--- src/hw/rtl/mtt_pkg.sv ---
// Shared types, character constants and the Morse code table of the translator.
// Used by every module of the block; depends on nothing else.
package mtt_pkg;

   localparam int MTT_TABLE_SIZE  = 29;
   localparam int MTT_MAX_SYMBOLS = 6;
   localparam int MTT_QUEUE_DEPTH = 2;

   localparam logic [7:0] CHAR_SPACE   = 8'h20;
   localparam logic [7:0] CHAR_DOT     = 8'h2E;
   localparam logic [7:0] CHAR_DASH    = 8'h2D;
   localparam logic [7:0] CHAR_LOWER_A = 8'h61;
   localparam logic [7:0] CHAR_LOWER_Z = 8'h7A;
   localparam logic [7:0] CASE_OFFSET  = 8'h20;

   typedef enum logic {
      DIR_ENCODE = 1'b0,
      DIR_DECODE = 1'b1
   } direction_type;

   // Bit i of a code holds symbol i: 0 for a dot, 1 for a dash.
   typedef struct packed {
      logic [7:0] ch;
      logic [2:0] len;
      logic [5:0] bits;
   } code_entry_type;

   typedef struct packed {
      logic       found;
      logic [2:0] len;
      logic [5:0] bits;
   } enc_code_type;

   typedef struct packed {
      logic       valid;
      logic [7:0] ch;
   } dec_char_type;

   // One classified request as handed from the front part to the back part.
   typedef struct packed {
      logic       is_dec;
      logic       sep;
      logic [5:0] bits;
      logic [7:0] ch0;
      logic [7:0] ch1;
      logic [2:0] count;
   } job_type;

   localparam code_entry_type CODE_TABLE [MTT_TABLE_SIZE] = '{
      '{8'h41, 3'd2, 6'b000010}, '{8'h42, 3'd4, 6'b000001},
      '{8'h43, 3'd4, 6'b000101}, '{8'h44, 3'd3, 6'b000001},
      '{8'h45, 3'd1, 6'b000000}, '{8'h46, 3'd4, 6'b000100},
      '{8'h47, 3'd3, 6'b000011}, '{8'h48, 3'd4, 6'b000000},
      '{8'h49, 3'd2, 6'b000000}, '{8'h4A, 3'd4, 6'b001110},
      '{8'h4B, 3'd3, 6'b000101}, '{8'h4C, 3'd4, 6'b000010},
      '{8'h4D, 3'd2, 6'b000011}, '{8'h4E, 3'd2, 6'b000001},
      '{8'h4F, 3'd3, 6'b000111}, '{8'h50, 3'd4, 6'b000110},
      '{8'h51, 3'd4, 6'b001011}, '{8'h52, 3'd3, 6'b000010},
      '{8'h53, 3'd3, 6'b000000}, '{8'h54, 3'd1, 6'b000001},
      '{8'h55, 3'd3, 6'b000100}, '{8'h56, 3'd4, 6'b001000},
      '{8'h57, 3'd3, 6'b000110}, '{8'h58, 3'd4, 6'b001001},
      '{8'h59, 3'd4, 6'b001101}, '{8'h5A, 3'd4, 6'b000011},
      '{8'h2E, 3'd6, 6'b101010}, '{8'h21, 3'd6, 6'b110101},
      '{8'h2D, 3'd6, 6'b100001}
   };

   function automatic enc_code_type enc_lookup(input logic [7:0] c);
      enc_code_type r;
      r = '0;
      for (int i = MTT_TABLE_SIZE - 1; i >= 0; i--) begin
         if (CODE_TABLE[i].ch == c) begin
            r.found = 1'b1;
            r.len   = CODE_TABLE[i].len;
            r.bits  = CODE_TABLE[i].bits;
         end
      end
      return r;
   endfunction

   // An empty piece gives a space; an invalid or unknown piece gives nothing.
   function automatic dec_char_type close_piece(input logic [5:0] bits,
                                                input logic [2:0] len,
                                                input logic       inv);
      dec_char_type r;
      r = '0;
      if (!inv && len == 3'd0) begin
         r.valid = 1'b1;
         r.ch    = CHAR_SPACE;
      end else if (!inv) begin
         for (int i = MTT_TABLE_SIZE - 1; i >= 0; i--) begin
            if (CODE_TABLE[i].len == len && CODE_TABLE[i].bits == bits) begin
               r.valid = 1'b1;
               r.ch    = CODE_TABLE[i].ch;
            end
         end
      end
      return r;
   endfunction

endpackage

--- src/hw/rtl/mtt_front.sv ---
// Front part of the translator: accepts requests, keeps the per-text state and
// classifies each request into a job for the back part. Depends on mtt_pkg.
module mtt_front (
   input  logic             clock,
   input  logic             reset,
   input  logic             direction,
   input  logic             accept,
   input  logic [7:0]       char_code,
   input  logic             first_of_text,
   input  logic             last_of_text,
   output mtt_pkg::job_type job,
   output logic             job_valid
);
   import mtt_pkg::*;

   logic       output_started_ff, output_started_in;
   logic [5:0] code_symbols_ff, code_symbols_in;
   logic [2:0] code_length_ff, code_length_in;
   logic       piece_invalid_ff, piece_invalid_in;

   logic         os;
   logic [5:0]   sym, sym_d;
   logic [2:0]   len, len_d;
   logic         inv, inv_d;
   logic [7:0]   upper;
   enc_code_type enc;
   dec_char_type r0, r1;
   logic [2:0]   enc_count;
   job_type      job_c;

   always_comb begin
      os  = first_of_text ? 1'b0 : output_started_ff;
      sym = first_of_text ? 6'd0 : code_symbols_ff;
      len = first_of_text ? 3'd0 : code_length_ff;
      inv = first_of_text ? 1'b0 : piece_invalid_ff;

      upper = (char_code >= CHAR_LOWER_A && char_code <= CHAR_LOWER_Z) ?
              char_code - CASE_OFFSET : char_code;
      enc = enc_lookup(upper);
      enc_count = {2'b00, os} + (enc.found ? enc.len : 3'd0);

      r0    = '0;
      sym_d = sym;
      len_d = len;
      inv_d = inv;
      if (char_code == CHAR_SPACE) begin
         r0    = close_piece(sym, len, inv);
         sym_d = 6'd0;
         len_d = 3'd0;
         inv_d = 1'b0;
      end else if (char_code == CHAR_DOT || char_code == CHAR_DASH) begin
         if (len >= 3'(MTT_MAX_SYMBOLS)) begin
            inv_d = 1'b1;
         end else begin
            if (char_code == CHAR_DASH) sym_d[len] = 1'b1;
            len_d = len + 3'd1;
         end
      end else begin
         inv_d = 1'b1;
      end
      r1 = '0;
      if (last_of_text) begin
         r1    = close_piece(sym_d, len_d, inv_d);
         sym_d = 6'd0;
         len_d = 3'd0;
         inv_d = 1'b0;
      end

      job_c        = '0;
      job_c.is_dec = (direction == DIR_DECODE);
      job_c.sep    = os;
      job_c.bits   = enc.bits;
      if (direction == DIR_ENCODE) begin
         job_c.count = enc_count;
      end else if (r0.valid && r1.valid) begin
         job_c.ch0   = r0.ch;
         job_c.ch1   = r1.ch;
         job_c.count = 3'd2;
      end else if (r0.valid) begin
         job_c.ch0   = r0.ch;
         job_c.count = 3'd1;
      end else if (r1.valid) begin
         job_c.ch0   = r1.ch;
         job_c.count = 3'd1;
      end

      output_started_in = output_started_ff;
      code_symbols_in   = code_symbols_ff;
      code_length_in    = code_length_ff;
      piece_invalid_in  = piece_invalid_ff;
      if (accept) begin
         if (direction == DIR_ENCODE) begin
            output_started_in = os | (enc_count != 3'd0);
            code_symbols_in   = sym;
            code_length_in    = len;
            piece_invalid_in  = inv;
         end else begin
            output_started_in = os;
            code_symbols_in   = sym_d;
            code_length_in    = len_d;
            piece_invalid_in  = inv_d;
         end
      end
   end

   assign job       = job_c;
   assign job_valid = accept && (job_c.count != 3'd0);

   always_ff @(posedge clock) begin
      if (reset) begin
         output_started_ff <= 1'b0;
         code_symbols_ff   <= 6'd0;
         code_length_ff    <= 3'd0;
         piece_invalid_ff  <= 1'b0;
      end else begin
         output_started_ff <= output_started_in;
         code_symbols_ff   <= code_symbols_in;
         code_length_ff    <= code_length_in;
         piece_invalid_ff  <= piece_invalid_in;
      end
   end

endmodule

--- src/hw/rtl/mtt_queue.sv ---
// Short job queue between the front and back parts of the translator.
// Register-based FIFO of mtt_pkg::job_type entries; depends on mtt_pkg.
module mtt_queue #(
   parameter int DEPTH = mtt_pkg::MTT_QUEUE_DEPTH
) (
   input  logic             clock,
   input  logic             reset,
   input  logic             push,
   input  mtt_pkg::job_type push_data,
   input  logic             pop,
   output mtt_pkg::job_type pop_data,
   output logic             full,
   output logic             empty
);
   import mtt_pkg::*;

   localparam int PTR_W = (DEPTH > 1) ? $clog2(DEPTH) : 1;
   localparam int CNT_W = $clog2(DEPTH + 1);

   job_type            entry_ff [DEPTH];
   logic [PTR_W-1:0]   wr_ptr_ff, wr_ptr_in;
   logic [PTR_W-1:0]   rd_ptr_ff, rd_ptr_in;
   logic [CNT_W-1:0]   count_ff, count_in;
   logic               do_push, do_pop;

   assign full     = (count_ff == CNT_W'(DEPTH));
   assign empty    = (count_ff == '0);
   assign pop_data = entry_ff[rd_ptr_ff];
   assign do_push  = push && !full;
   assign do_pop   = pop && !empty;

   always_comb begin
      wr_ptr_in = wr_ptr_ff;
      rd_ptr_in = rd_ptr_ff;
      count_in  = count_ff;
      if (do_push) begin
         wr_ptr_in = (wr_ptr_ff == PTR_W'(DEPTH - 1)) ? '0 : wr_ptr_ff + 1'b1;
      end
      if (do_pop) begin
         rd_ptr_in = (rd_ptr_ff == PTR_W'(DEPTH - 1)) ? '0 : rd_ptr_ff + 1'b1;
      end
      if (do_push && !do_pop) begin
         count_in = count_ff + 1'b1;
      end else if (do_pop && !do_push) begin
         count_in = count_ff - 1'b1;
      end
   end

   always_ff @(posedge clock) begin
      if (do_push) entry_ff[wr_ptr_ff] <= push_data;
   end

   always_ff @(posedge clock) begin
      if (reset) begin
         wr_ptr_ff <= '0;
         rd_ptr_ff <= '0;
         count_ff  <= '0;
      end else begin
         wr_ptr_ff <= wr_ptr_in;
         rd_ptr_ff <= rd_ptr_in;
         count_ff  <= count_in;
      end
   end

endmodule

--- src/hw/rtl/mtt_back.sv ---
// Back part of the translator: takes jobs from the queue and sends their result
// characters one per cycle, while not stalled, via the output register. Depends on mtt_pkg.
module mtt_back (
   input  logic             clock,
   input  logic             reset,
   input  mtt_pkg::job_type q_job,
   input  logic             q_valid,
   output logic             q_pop,
   output logic             rsp_valid,
   input  logic             rsp_stall,
   output logic [7:0]       rsp_out_char,
   output logic             rsp_last_of_run
);
   import mtt_pkg::*;

   logic       cur_valid_ff, cur_valid_in;
   job_type    cur_job_ff, cur_job_in;
   logic [2:0] idx_ff, idx_in;
   logic       rsp_valid_ff, rsp_valid_in;
   logic [7:0] rsp_out_char_ff, rsp_out_char_in;
   logic       rsp_last_ff, rsp_last_in;

   logic       out_free;
   logic       step;
   logic       step_last;
   logic [2:0] sym_idx;
   logic [7:0] ch;

   always_comb begin
      out_free  = !rsp_valid_ff || !rsp_stall;
      step      = cur_valid_ff && out_free;
      step_last = (idx_ff == cur_job_ff.count - 3'd1);
      q_pop     = q_valid && (!cur_valid_ff || (step && step_last));

      sym_idx = idx_ff - {2'b00, cur_job_ff.sep};
      if (cur_job_ff.is_dec) begin
         ch = (idx_ff == 3'd0) ? cur_job_ff.ch0 : cur_job_ff.ch1;
      end else if (cur_job_ff.sep && idx_ff == 3'd0) begin
         ch = CHAR_SPACE;
      end else begin
         ch = cur_job_ff.bits[sym_idx] ? CHAR_DASH : CHAR_DOT;
      end

      cur_valid_in = cur_valid_ff;
      cur_job_in   = cur_job_ff;
      idx_in       = idx_ff;
      if (step) begin
         idx_in = idx_ff + 3'd1;
         if (step_last) cur_valid_in = 1'b0;
      end
      if (q_pop) begin
         cur_valid_in = 1'b1;
         cur_job_in   = q_job;
         idx_in       = 3'd0;
      end

      rsp_valid_in    = rsp_valid_ff;
      rsp_out_char_in = rsp_out_char_ff;
      rsp_last_in     = rsp_last_ff;
      if (out_free) begin
         rsp_valid_in    = step;
         rsp_out_char_in = ch;
         rsp_last_in     = step_last;
      end
   end

   assign rsp_valid       = rsp_valid_ff;
   assign rsp_out_char    = rsp_out_char_ff;
   assign rsp_last_of_run = rsp_last_ff;

   always_ff @(posedge clock) begin
      cur_job_ff      <= cur_job_in;
      idx_ff          <= idx_in;
      rsp_out_char_ff <= rsp_out_char_in;
      rsp_last_ff     <= rsp_last_in;
   end

   always_ff @(posedge clock) begin
      if (reset) begin
         cur_valid_ff <= 1'b0;
         rsp_valid_ff <= 1'b0;
      end else begin
         cur_valid_ff <= cur_valid_in;
         rsp_valid_ff <= rsp_valid_in;
      end
   end

endmodule

--- src/hw/rtl/morse_text_translator.sv ---
// Top level of the Morse text translator: direction register, front part,
// job queue and back part. Depends on mtt_pkg, mtt_front, mtt_queue, mtt_back.
//
// Usage: text enters one byte per request on the req_ channel (valid/stall),
// with flags that mark the first and last byte of a text. Results leave one
// character per request on the rsp_ channel (valid/stall); rsp_last_of_run
// marks the final result caused by one request. A request may cause no result.
// The csr_ channel writes the direction bit (0 encodes, 1 decodes); csr_ready
// is always high, and the bit should only change while the block is idle.
// The first result of a request passes through the job queue, the current-job
// register of the back part and the output register. The back part sends one
// result per cycle while the receiver does not stall. A request gives one to
// seven results; encoding a six-symbol code with its separating space is the
// longest case. Requests that give no result are not queued. The job queue holds
// QUEUE_DEPTH classified requests, so the input keeps flowing while a result
// waits. When the receiver stalls, the output register holds its result and the
// queue fills; req_stall rises when it is full. Reset clears the direction to
// encoding, the text state and all pending results.
module morse_text_translator #(
   parameter int QUEUE_DEPTH = mtt_pkg::MTT_QUEUE_DEPTH
) (
   input  logic       clock,
   input  logic       reset,
   input  logic       req_valid,
   output logic       req_stall,
   input  logic [7:0] req_char_code,
   input  logic       req_first_of_text,
   input  logic       req_last_of_text,
   output logic       rsp_valid,
   input  logic       rsp_stall,
   output logic [7:0] rsp_out_char,
   output logic       rsp_last_of_run,
   input  logic       csr_valid,
   output logic       csr_ready,
   input  logic       csr_direction
);
   import mtt_pkg::*;

   logic    direction_ff, direction_in;
   logic    req_accept;
   job_type front_job;
   logic    q_push;
   job_type q_job;
   logic    q_pop;
   logic    q_full;
   logic    q_empty;

   assign csr_ready    = 1'b1;
   assign direction_in = (csr_valid && csr_ready) ? csr_direction : direction_ff;
   assign req_stall    = q_full;
   assign req_accept   = req_valid && !req_stall;

   always_ff @(posedge clock) begin
      if (reset) begin
         direction_ff <= DIR_ENCODE;
      end else begin
         direction_ff <= direction_in;
      end
   end

   mtt_front u_front (
      .clock         (clock),
      .reset         (reset),
      .direction     (direction_ff),
      .accept        (req_accept),
      .char_code     (req_char_code),
      .first_of_text (req_first_of_text),
      .last_of_text  (req_last_of_text),
      .job           (front_job),
      .job_valid     (q_push)
   );

   mtt_queue #(
      .DEPTH (QUEUE_DEPTH)
   ) u_queue (
      .clock     (clock),
      .reset     (reset),
      .push      (q_push),
      .push_data (front_job),
      .pop       (q_pop),
      .pop_data  (q_job),
      .full      (q_full),
      .empty     (q_empty)
   );

   mtt_back u_back (
      .clock           (clock),
      .reset           (reset),
      .q_job           (q_job),
      .q_valid         (!q_empty),
      .q_pop           (q_pop),
      .rsp_valid       (rsp_valid),
      .rsp_stall       (rsp_stall),
      .rsp_out_char    (rsp_out_char),
      .rsp_last_of_run (rsp_last_of_run)
   );

   a_push_not_full : assert property (@(posedge clock) disable iff (reset)
      q_push |-> !q_full)
      else $error("job pushed into a full queue");

   a_pop_not_empty : assert property (@(posedge clock) disable iff (reset)
      q_pop |-> !q_empty)
      else $error("job popped from an empty queue");

   a_push_has_results : assert property (@(posedge clock) disable iff (reset)
      q_push |-> (front_job.count != 3'd0))
      else $error("queued job carries no result");

   a_reset_clears_output : assert property (@(posedge clock)
      $past(reset) |-> !rsp_valid)
      else $error("result shown right after reset");

endmodule
--- config.mk ---
export PLATFORM = sky130hd
export DESIGN_NAME = morse_text_translator
export DESIGN_NICKNAME = d
export VERILOG_FILES = /design/src/hw/rtl/mtt_pkg.sv /design/src/hw/rtl/mtt_front.sv /design/src/hw/rtl/mtt_queue.sv /design/src/hw/rtl/mtt_back.sv /design/src/hw/rtl/morse_text_translator.sv
export SDC_FILE = /design/constraint.sdc
export NUM_CORES = 1
export LEC_CHECK = 0
export BUFFER_PORTS_ARGS = -buffer_cell sky130_fd_sc_hd__clkbuf_2
export CAP_MARGIN = 20
export CORE_ASPECT_RATIO = 2
export CORE_MARGIN = 2
export CORE_UTILIZATION = 50
export CTS_BUF_LIST = sky130_fd_sc_hd__clkbuf_2
export DETAILED_ROUTE_END_ITERATION = 6
export PLACE_DENSITY_LB_ADDON = 0.1
export SYNTH_ARGS = -nofsm -noshare
export SYNTH_HDL_FRONTEND = slang
export SYNTH_SLANG_ARGS = --single-unit
--- constraint.sdc ---
create_clock -name clock -period 14.4 [get_ports clock]
set_input_delay 1.44 -clock clock [delete_from_list [all_inputs] [get_ports clock]]
set_output_delay 1.44 -clock clock [all_outputs]
set_load 0.02 [all_outputs]
==> results.txt, run 1 <==
- Outcome: finished, final reports clean
- The largest total area in the synthesized netlist belongs to sky130_fd_sc_hd__edfxtp_1.
* All-layer global routing usage: 26.5%
- After routing the design area is around 0.007 mm2.
- Count of mapped cells out of synthesis: ~700
- Buffers inserted to repair hold after CTS numbered 0.
- The first global-routing pass estimated 29300 um of wire.
- Routability-driven placement finished with a final weighted congestion of between 0.9 and 1.
- CTS tree: yes
- Maximum root-to-sink buffer count: 2
- Total routed wire length on the met1 layer: 6410 um
- Maximum number of pins on one net before global-route repair: 38
* RSZ-0062 raised after global routing: no
- Total power draw: between 0.8 and 0.9 mW
- Fraction of final layout cells sized beyond drive strength 1: between 10% and 20%
- Net count of the finished layout: around 720
* Top cells by area in the synthesized netlist: sky130_fd_sc_hd__edfxtp_1 38%, sky130_fd_sc_hd__dfxtp_1 6.3%, sky130_fd_sc_hd__mux2_2 4.6%, sky130_fd_sc_hd__nand2_1 4.1%, sky130_fd_sc_hd__nor2_1 3.8%
- The share of synthesized area in the top cell type comes to 37.5%.
* Sequential element share of the synthesized area: between 40% and 50%
- The synthesized design contains ~100 register bits.
- The initial utilization of the core area, before any placement, comes to between 50% and 60%.
- Total global routing overflow: 0
- The worst setup path is of the in2reg kind.
* Worst setup slack after layout: between 8 and 9 ns
- Cell count after placement: between 800 and 900
- In the final routed layout, each cell accounts on average for ~22 um.
- Top sig layer: met4
* Clock slew at reported path FFs: 0.30 ns
- Dividing total power by cell area gives a power density of 118 mW/mm2.
- DRT antenna net count: 0
- Total length of routed met3 wires: 744 um
- Highest fanout seen on the critical path: 37
- The first routing iteration left 384 violations.
- CTS sink cnt: ~100
* Floorplan core area: 0.0130 mm2
* Reported max-cap violation count: 0
- For the worst-skew pair, the clock arrives at the later sink with an insertion delay of 0.59 ns.
* Setup Skew: 0.0420 ns
- Worst Max-Slew Pin Slew: about 1.1 ns
- Yosys mapped a number of flops with a built-in enable equal to slightly above 80.
- Setup TNS: 0 ns
- The finished layout holds about 850 standard cells, fillers aside.
- Post-DR vias/cell: 6.55
- Routed via count: approximately 5600
* Static Leakage: 2.42 nW
- CTS placed an instance of sky130_fd_sc_hd__clkbuf_2 at the clock tree root.
- Synthesized Nets: ~720
* Horizontal die dimension: about 86 um
- Count of distinct cell types in the synthesized netlist: between 80 and 90
* # DRC: 0
- Dividing the synthesized area by the synthesized cell count gives approximately 9.5 um2.
- Number of cell rows: 59
* Total clock buffers created by CTS: 9
- Final HPWL from detailed placement: 14200 um
* Worst Hold Class: reg2reg
* Number of antenna violations at the first check in global routing: 1
- The clock tree synthesis step divided the H-tree into 3 levels.
* Predominant post-synthesis flop cell: sky130_fd_sc_hd__edfxtp_1
* Die Ht: about 170 um
* Detailed Routing Iterations Pass 1: 5
* DRT Wirelength: between 15000 and 20000 um
- CP endpoint kind: flop
- Data on the critical path is required at its endpoint by between 10 and 15 ns.
- Pre-CTS setup slack: 7.53 ns
- Counting the fill cells in the layout gives about 1200.
- The worst pin sits at a relative slew slack of 25.1%.
* Yosys warnings: 0
- Period utilisation layout: between 40 and 50%
* Count of input and output buffers: 25
- The mapped netlist covers about 0.0066 mm2.
- Wire length on met2: between 10000 and 15000 um
- Max-slew violation count: 0
- PostCTS Resize Cnt: 0
- Based on the critical path, the design can be clocked at up to roughly 160 MHz.
- Setup Fix Bufs, Post-CTS: 0
- From synthesis to final layout, the design area changed by 4.73%.
- Total I/O pin count: 28
- STA classifies the critical path startpoint as an input port.
- IR analysis of the VDD net gives a maximum drop of about 0.16 mV.
- Placed Area: a little under 0.007 mm2
- Final setup violation count: 0
* Final Hold Violating Endpoints: 0
* Vias in the first global route: about 5500
* Final min period: between 6 and 7 ns
* Die Footprint: between 0.01 and 0.015 mm2
- Arrival time at the worst endpoint: just under 7 ns
* Proportion of register bits with asynchronous set or reset after synthesis: 0%
==> routing by layer <==
metal,track usage [%],vias up
li1,-,2620
met3,3.22,91
met2,48.4,236
met4,18.4,0
met5,0,-
met1,27.1,2634
==> synth_stat cells, drive strengths merged (7+ instances only) <==
| master | count |
|---|---|
| a32oi | 7 |
| mux2 | 27 |
| nor4 | 22 |
| nand2 | 73 |
| edfxtp | 83 |
| dfxtp | 21 |
| nor3 | 28 |
| nand2b | 11 |
| clkbuf | 23 |
| o31ai | 8 |
| nand3 | 24 |
| inv | 20 |
| o22ai | 7 |
| ha | 12 |
| nand4 | 15 |
| o21ai | 34 |
| a21oi | 31 |
| nor2b | 15 |
| xnor2 | 11 |
| buf | 23 |
| nor3b | 8 |
| nor2 | 68 |
| a31oi | 7 |
| a22oi | 12 |
==> where the power goes <==
part / leakage, nW / switching (mW) / internal, mW
sequential: 0.967 / 0.0305 / 0.395
combinational: 1.37 / 0.145 / 0.104
clock: 0.0811 / 0.103 / 0.0447
==> worst max-delay path, cell delays in order <==
cell                       delay, ns
sky130_fd_sc_hd__clkbuf_2       0.39
sky130_fd_sc_hd__nand2b_1       0.37
sky130_fd_sc_hd__ha_1           0.31
sky130_fd_sc_hd__nand3b_1       0.36
sky130_fd_sc_hd__o41ai_1        0.49
sky130_fd_sc_hd__nand4_1        0.15
sky130_fd_sc_hd__nor2_1         0.47
sky130_fd_sc_hd__nand2_1        0.29
sky130_fd_sc_hd__nor3_1         0.29
sky130_fd_sc_hd__nor3_1         0.13
sky130_fd_sc_hd__a31oi_1        0.24
sky130_fd_sc_hd__ha_1           0.26
sky130_fd_sc_hd__mux2_2         0.29
sky130_fd_sc_hd__nor2_1         0.11
sky130_fd_sc_hd__nor2_1         0.06
sky130_fd_sc_hd__nor3_2         0.34
sky130_fd_sc_hd__inv_1          0.08
sky130_fd_sc_hd__ha_1           0.32
sky130_fd_sc_hd__or3_1          0.35
sky130_fd_sc_hd__a21oi_1        0.14
==> cells by family after synthesis <==
| kind of cell | Yosys count | share of synthesized area [%] |
|---|---|---|
| simple gates | 301 | 24.7 |
| compound gates | 163 | 17.1 |
| flops | 104 | 43.8 |
| buf+inv | 67 | 4.52 |
| mux | 31 | 5.37 |
| xor+xnor | 16 | 2.11 |
| fa+ha+maj | 12 | 2.26 |
| other cells | 2 | 0.113 |
==> path summary, 6_finish.rpt <==
check,from,end,slack (ns),cells after the start
worst max-delay path,req_first_of_text,u_queue.count_ff[1]$_SDFFE_PP0P_,8.05,20
worst max register to register,u_front.code_length_ff[0]$_SDFFE_PP0P_,u_queue.count_ff[1]$_SDFFE_PP0P_,8.50,19
worst min-delay path,u_front.output_started_ff$_SDFFE_PP0P_,u_front.output_started_ff$_SDFFE_PP0P_,0.50,2
worst min register to register,u_front.output_started_ff$_SDFFE_PP0P_,u_front.output_started_ff$_SDFFE_PP0P_,0.50,2
==> metrics by stage <==
stage / utilization [%] / hold slack, ns
floorplan: - / 0.446
global placement: 52.3 / 0.477
detailed placement: 52.6 / 0.471
CTS: 53.6 / 0.503
global route: 53.6 / 0.544
finish: 53.6 / 0.503
==> cell usage in the layout, fill, tap and decap left out, drive strengths merged, types with 21 or more instances in the layout <==
| cell | count |
|---|---|
| edfxtp | 83 |
| mux2 | 27 |
| nor4 | 22 |
| nand3 | 24 |
| o21ai | 34 |
| nor2 | 68 |
| inv | 25 |
| a21oi | 31 |
| nor3 | 28 |
| dfxtp | 21 |
| nand2 | 73 |
| clkbuf | 34 |
==> final cells by class <==
cell class,instances,area [um2],area share [%]
antenna,1,2.50,0.0360
clock buffer,9,45.0,0.647
clock inverter,7,83.8,1.20
inverter,21,78.8,1.13
multi-input combinational,525,3440,49.5
sequential,104,2910,41.8
tap,152,190,2.73
timing repair buffer,33,205,2.95
==> state kept, by name, indices dropped and copies added (netlist names), 2 cells and up <==
name / cells
u_back.rsp_out_char: 7
u_back.cur_job_ff: 25
u_back.idx_ff: 3
u_queue.count_ff: 2
u_queue.entry_ff: 50
u_front.code_length_ff: 3
u_front.code_symbols_ff: 6
(Power assumes the default switching activity.)
==> run 2, diff against run 1 <==
clock period = 6.58 ns   (was 14.4 ns; I/O delays follow)
==> run 2 against run 1 <==
Register-to-register slack got worse by 7.6 ns. Core utilization grew 0.11 points. Via count up 2.3%. Count of clock-buffer cells in the layout is 1 higher. Setup slack got worse by 7.1 ns. Sequential power increased by 120%. Sequential share of layout area is 0.083 points lower. Routed wire length up 2.1%. Total power is 110% higher. Die area is the same. Highest routed layer unchanged.
==> results.txt, run 2 (synthesis gave the netlist of run 1 again) <==
- The endpoint identified for the worst register-to-register timing path is u_queue.count_ff[1]$_SDFFE_PP0P_.
- For the worst setup path, the data required time is slightly above 7 ns.
- After clock tree synthesis, the repair step resized 0 gates.
- The post-route netlist has between 10% and 20% of its cells at a drive strength greater than 1.
- The clock passes through at most 2 buffers.
- Before antenna repair, the detailed router went through 5 iterations.
- Entering global routing, the biggest net connects 31 pins.
* Total I/O pin count: 28
- The completed layout was analyzed and its total power is 1.74 mW.
* Hold_buf cts: 0
* Max-slew violation count: 0
* Worst setup slack after layout: around 0.91 ns
- VDD sags by at most roughly 0.38 mV.
- Dividing the detail-routed wire length by the instance count gives approximately 22 um.
* Pwr dens: 250 mW/mm2
- Clock insertion delay at the later pin of the skew report: 0.56 ns
* Outcome: finished, final reports clean
- Peak per-stage delay on the critical path: 0.65 ns
* DRT Wirelength: between 15000 and 20000 um
* Post-DR vias/cell: around 6.6
- Cell at the root of the clock tree: sky130_fd_sc_hd__clkbuf_2
- The worst path uses a little under nine tenths of the clock period.
* Worst setup path category: reg2reg
* Global-route wire length before repair: 29700 um
* Arrival time at the worst endpoint: 6.17 ns
- Filler cells: 1193
- For this design the static power due to leakage is 2.44 nW.
* Area growth from synthesis to final layout: 4.93%
- The register with the most flip-flops in the layout has 50 of them.
* Highest fanout seen on the critical path: 20
- Family with the most delay on the worst path: simple AND/OR/NAND/NOR gates
- List of cells traversed by the critical path: buf_4 -> nand2b_1 -> ha_1 -> and3b_1 -> nand3_1 -> o21ai_0 -> nor3_4 -> a32oi_1 -> nand4_1 -> nor3_1 -> a31oi_1 -> ha_1 -> nand2_1 -> o21ai_0 -> nor2_1 -> nor2_1 -> nor3_2 -> inv_1 -> ha_1 -> or3_1 -> a21oi_1
- Largest reg by FF count: u_queue.entry_ff
- Summed over all failing endpoints, the final setup total negative slack is 0 ns.
- The worst setup path is launched from a flop.
- Before CTS, the worst setup slack after placement is about 0.66 ns.
- CP endpoint kind: flop
- For this configuration, the core starts out at a cell density of just over 50%.
* Highest-count cells in the layout ignoring fill and taps: 83 x sky130_fd_sc_hd__edfxtp_1, 73 x sky130_fd_sc_hd__nand2_1, 66 x sky130_fd_sc_hd__nor2_1
* Count of input and output buffers: 25
* Max_slew headroom: between 20% and 30%
- The die is around 170 um tall.
- Crit-path most repeated cell: sky130_fd_sc_hd__ha_1
- Horizontal die dimension: between 80 and 90 um
- Worst reg2reg path startpoint: u_front.code_length_ff[0]$_SDFFE_PP0P_
- Along the worst hold path, the cell count comes to 3.
- Reported max-cap violation count: 0
- Final min period: approximately 5.7 ns
- Number of cell rows: around 60
* Placer's final routability congestion estimate: a little over 1
- Leaving out fill and tap cells, the most frequent cell in the layout is sky130_fd_sc_hd__edfxtp_1.
- The routed layout has 5711 vias.
- The die covers around 0.014 mm2.
- RSZ-0062 raised after global routing: no
* DRT antenna net count: 0
- In this run, CTS created clock tree buffers numbering 9.
- Setup slack on the worst flop-to-flop path: approximately 0.9 ns
* Total global routing overflow: 0
* CTS sink cnt: around 100
- Floorplan core area: 0.0130 mm2
- In the routed design, unresolved DRC markers number 0.
* Net count of the finished layout: about 730
* Number of buffer and inverter stages on the critical path: 2
- Worst Hold Class: in2reg
* Maximum clock frequency: between 150 and 200 MHz
* Vias in the first global route: between 5000 and 6000
* Final setup violation count: 0
- Library cell contributing the largest single delay on the critical path: sky130_fd_sc_hd__o21ai_0
* Number of antenna violations at the first check in global routing: 1
* Number of cell instances on the worst register-to-register path: 21
- Clock slew at reported path FFs: 0.28 ns
- Between clock sinks in the finished design, the worst skew comes to 0.0323 ns.
* Final Hold Violating Endpoints: 0
- Endpoint of the worst hold path: u_back.rsp_valid$_SDFFE_PP0P_
* CTS tree: yes
* Worst Min Path Start: rsp_stall
- All-layer global routing usage: between 20% and 30%
* Setup Fix Bufs, Post-CTS: 0
- Worst Max-Slew Pin Slew: 1.09 ns
* Number of DRC violations after detailed-routing iteration 0: a little under 500
- Final HPWL from detailed placement: about 14000 um
- The H-tree was split into 3 levels.
run 2: cell types whose count changed in the layout (fill, tap and decap cells not counted), sizes merged:
cell      previous run  this run
buf                  8        15
inv                 25        23
clkinvlp             0         1
clkbuf              34        35
bufinv               1         0
clkinv               2         3
run 2: layer usage:
| layer | vias up | GRT usage [%] | share of wire, % |
|---|---|---|---|
| met5 | - | 0 | 0 |
| met4 | 0 | 16.1 | 6.3 |
| met3 | 81 | 3.27 | 5.3 |
| met2 | 275 | 49.6 | 54 |
| met1 | 2716 | 28.3 | 34 |
| li1 | 2639 | - | - |
run 2: final cells by class:
| cell class | count | area [um2] | area share (%) |
|---|---|---|---|
| Sequential cell | 104 | 2910 | 41.8 |
| Tap cell | 152 | 190 | 2.73 |
| Inverter | 21 | 78.8 | 1.13 |
| Clock inverter | 6 | 52.6 | 0.753 |
| Clock buffer | 10 | 50.0 | 0.718 |
| Timing Repair Buffer | 40 | 245 | 3.52 |
| Multi-Input combinational cell | 525 | 3440 | 49.4 |
| Antenna cell | 1 | 2.50 | 0.0359 |
run 2: power by group:
| part | switching [mW] | internal (mW) |
|---|---|---|
| combinational | 0.315 | 0.222 |
| clock | 0.215 | 0.0589 |
| sequential | 0.0661 | 0.866 |
run 2: worst max-delay path by stage:
stage | slack [ns] | endpoint | from | cells past startpoint
5_1_grt | 0.49 | u_queue.count_ff[1]$_SDFFE_PP0P_ | u_front.code_length_ff[0]$_SDFFE_PP0P_ | 21
6_report | 0.91 | u_queue.count_ff[1]$_SDFFE_PP0P_ | u_front.code_length_ff[0]$_SDFFE_PP0P_ | 21
3_5_place_dp | 0.66 | u_queue.count_ff[1]$_SDFFE_PP0P_ | req_first_of_text | 21
4_1_cts | 0.98 | u_queue.count_ff[1]$_SDFFE_PP0P_ | u_front.code_length_ff[0]$_SDFFE_PP0P_ | 21
3_3_place_gp | 0.70 | u_queue.count_ff[1]$_SDFFE_PP0P_ | req_first_of_text | 20
2_1_floorplan | 1.08 | u_queue.entry_ff[1][0]$_DFFE_PP_ | req_first_of_text | 21
run 2: worst min-delay path, delay by kind of cell:
kind            cells  cell delay [ns]
simple gates        1             0.08
compound gates      1             0.06
buf+inv             1             0.09
run 2: metrics by stage:
step,instances,hold slack [ns],cell area [um2],util (%)
3_5_place_dp,841,0.475,6850,52.8
5_1_grt,859,0.322,6970,53.7
3_3_place_gp,841,0.455,6850,52.8
4_1_cts,857,0.311,6960,53.5
6_report,859,0.342,6970,53.7
2_1_floorplan,696,0.446,6650,-
==> run 3, diff against run 2 <==
CTS_BUF_LIST = sky130_fd_sc_hd__clkbuf_4   (was sky130_fd_sc_hd__clkbuf_2)
==> run 3 against run 2 <==
Via count is 0.37% higher. Clock power grew 12%. Design area up 0.36%.
==> results.txt, run 3 (synthesis gave the netlist of run 1 again) <==
- The run finished with clean final reports.
- Critical path origin: u_front.code_length_ff[0]$_SDFFE_PP0P_
- Data on the critical path arrives at its endpoint at around 6 ns.
* Number of antenna violations at the first check in global routing: 1
- Leading cell type in the layout, fill and taps excluded: sky130_fd_sc_hd__edfxtp_1
- The min-delay analysis places its worst path in the category in2reg.
* CTS sink cnt: between 100 and 150
- During placement, the flow inserted port buffers numbering 25.
- The worst setup path is launched from a flop.
- Setup repair after global routing left no endpoint under its margin.
* Final setup violation count: 0
* Maximum clock frequency: ~180 MHz
* Cell count after placement: ~840
- TritonCTS created 9 clock buffers.
* Placer's final routability congestion estimate: 1.01
- Final Hold Slack: 0.455 ns
- Worst setup path category: reg2reg
- Area growth from synthesis to final layout: 5.31%
- The later pin in the worst-skew pair is clocked with a latency of between 0.4 and 0.5 ns.
- After detailed routing, the number of vias per cell comes to 6.67.
- The endpoint identified for the worst register-to-register timing path is u_queue.count_ff[1]$_SDFFE_PP0P_.
* Maximum vdd drop: 0.429 mV
- Horizontal die dimension: 85.5 um
- The worst register-to-register path has a depth of 21.
- In the layout the commonest cells are 83 x sky130_fd_sc_hd__edfxtp_1, 73 x sky130_fd_sc_hd__nand2_1, 66 x sky130_fd_sc_hd__nor2_1.
* DRT Wirelength: approximately 19000 um
- Period utilisation layout: between 80 and 90%
- Worst Min Path Start: csr_direction
- The register with the most flip-flops in the layout has 50 of them.
* Worst Max-Slew Pin Slew: between 1 and 1.5 ns
* Utilization of the core after routing: 53.9%
* Max-slew violation count: 0
* Net count of the finished layout: 729
- For the final routed database, the setup TNS stands at 0 ns.
- Routed length per instance: around 22 um
- Required time at the worst-slack endpoint: between 6 and 7 ns
* Die Footprint: 0.0143 mm2
- Pre-CTS setup slack: 0.661 ns
- In this run the standard cell core region covers roughly 0.013 mm2.
- Pwr dens: around 250 mW/mm2
- Final HPWL from detailed placement: 14400 um
- In this run the static leakage power is 2.44 nW.
- Placed Area: ~0.0069 mm2
* Non-filler cells in the finished layout: approximately 860
- Die Ht: ~170 um
- After clock tree synthesis, the clock-pin slew on the worst setup and hold paths is around 0.16 ns.
- Maximum number of pins on one net before global-route repair: 31
- Final instance area: 0.00700 mm2
- Total I/O pin count: 28
- Once detail routing completed, the nets flagged for antenna violations numbered 0.
* Number of DRC violations after detailed-routing iteration 0: about 500
- Worst setup slack after layout: around 0.96 ns
- Routed via count: approximately 5700
- Fraction of final layout cells sized beyond drive strength 1: between 10% and 20%
- More flip-flops sit in one register than any other, and that register is u_queue.entry_ff.
- CTS built an H-tree with a depth of 3.
- Global-route wire length before repair: a little under 30000 um
* Max_slew headroom: around 28%
- The initialized floorplan defines slightly below 60 standard-cell rows.
- The largest individual stage delay along the critical path comes from the cell sky130_fd_sc_hd__o21ai_0.
- Post-CTS timing repair inserted 0 buffers for setup.
* Final Hold Violating Endpoints: 0
- After detailed routing, the number of remaining DRC violations is 0.
- All-layer global routing usage: around 27%
* Final min period: about 5.6 ns
- List of cells traversed by the critical path: buf_4 -> nand2b_1 -> ha_1 -> and3b_1 -> nand3_1 -> o21ai_0 -> nor3_4 -> a32oi_1 -> nand4_1 -> nor3_1 -> a31oi_1 -> ha_1 -> nand2_1 -> o21ai_0 -> nor2_1 -> nor2_1 -> nor3_2 -> inv_1 -> ha_1 -> or3_1 -> a21oi_1
- Maximum root-to-sink buffer count: 2
- Vias in the first global route: ~5500
- Between clock sinks in the finished design, the worst skew comes to 0.0192 ns.
- Once the floorplan was initialized, standard cells occupied between 50% and 60% of the core.
- Highest fanout seen on the critical path: 20
* PostCTS Resize Cnt: 0
- Cell at the root of the clock tree: sky130_fd_sc_hd__clkbuf_4
- The tool flagged a number of max-cap violations equal to 0.
* CP endpoint kind: flop
- Peak per-stage delay on the critical path: around 0.63 ns
- CTS tree: yes
- Total global routing overflow: 0
- Before antenna repair, the detailed router went through 5 iterations.
* Endpoint of the worst hold path: direction_ff$_SDFFE_PP0P_
* Number of cells traversed by the worst hold path: 3
* Worst reg2reg path startpoint: u_front.code_length_ff[0]$_SDFFE_PP0P_
- In this run, post-CTS hold repair placed 0 buffers.
- For flop-to-flop paths, the worst setup slack is ~0.96 ns.
* Total power draw: between 1.5 and 2 mW
- By instance count, the cell type seen most on the critical path is sky130_fd_sc_hd__ha_1.
==> run 3: area by class of cell <==
| cell class | instances | area, um2 |
|---|---|---|
| fill | 1190 | 5990 |
| multi-input combinational | 525 | 3440 |
| sequential | 104 | 2910 |
| timing repair buffer | 40 | 245 |
| tap | 152 | 190 |
| inverter | 21 | 78.8 |
| clock buffer | 10 | 75.1 |
| clock inverter | 6 | 52.6 |
| antenna | 1 | 2.50 |
==> run 3: how the worst max path moves through the flow <==
stage	depth (start not counted)	endpoint	slack (ns)
2_1_floorplan	21	u_queue.entry_ff[1][0]$_DFFE_PP_	1.08
5_1_grt	21	u_queue.count_ff[1]$_SDFFE_PP0P_	0.56
4_1_cts	21	u_queue.count_ff[1]$_SDFFE_PP0P_	1.0
3_3_place_gp	20	u_queue.count_ff[1]$_SDFFE_PP0P_	0.70
3_5_place_dp	21	u_queue.count_ff[1]$_SDFFE_PP0P_	0.66
6_report	21	u_queue.count_ff[1]$_SDFFE_PP0P_	0.96
==> run 3: worst max-delay path, delay by kind of cell, from the launching register on <==
kind	cells	cell delay, ns
AO/OA/AOI/OAI	5	1.43
adder cells (fa/ha/maj)	3	0.87
buffers and inverters	2	0.33
flip-flops	1	0.35
AND/OR/NAND/NOR	11	2.53
==> run 3: where the power goes <==
group | internal [mW] | switching [mW] | leakage [nW] | total [mW]
Clock | 0.0890 | 0.217 | 0.0708 | 0.306
Combinational | 0.222 | 0.316 | 1.41 | 0.537
Sequential | 0.866 | 0.0660 | 0.967 | 0.932
==> run 3: per-layer routing <==
| layer | wire length (um) | track usage, % |
|---|---|---|
| met1 | 6480 | 28.9 |
| met4 | 1060 | 14.5 |
| met2 | 10500 | 50.6 |
| met5 | 0 | 0 |
| met3 | 1060 | 3.12 |
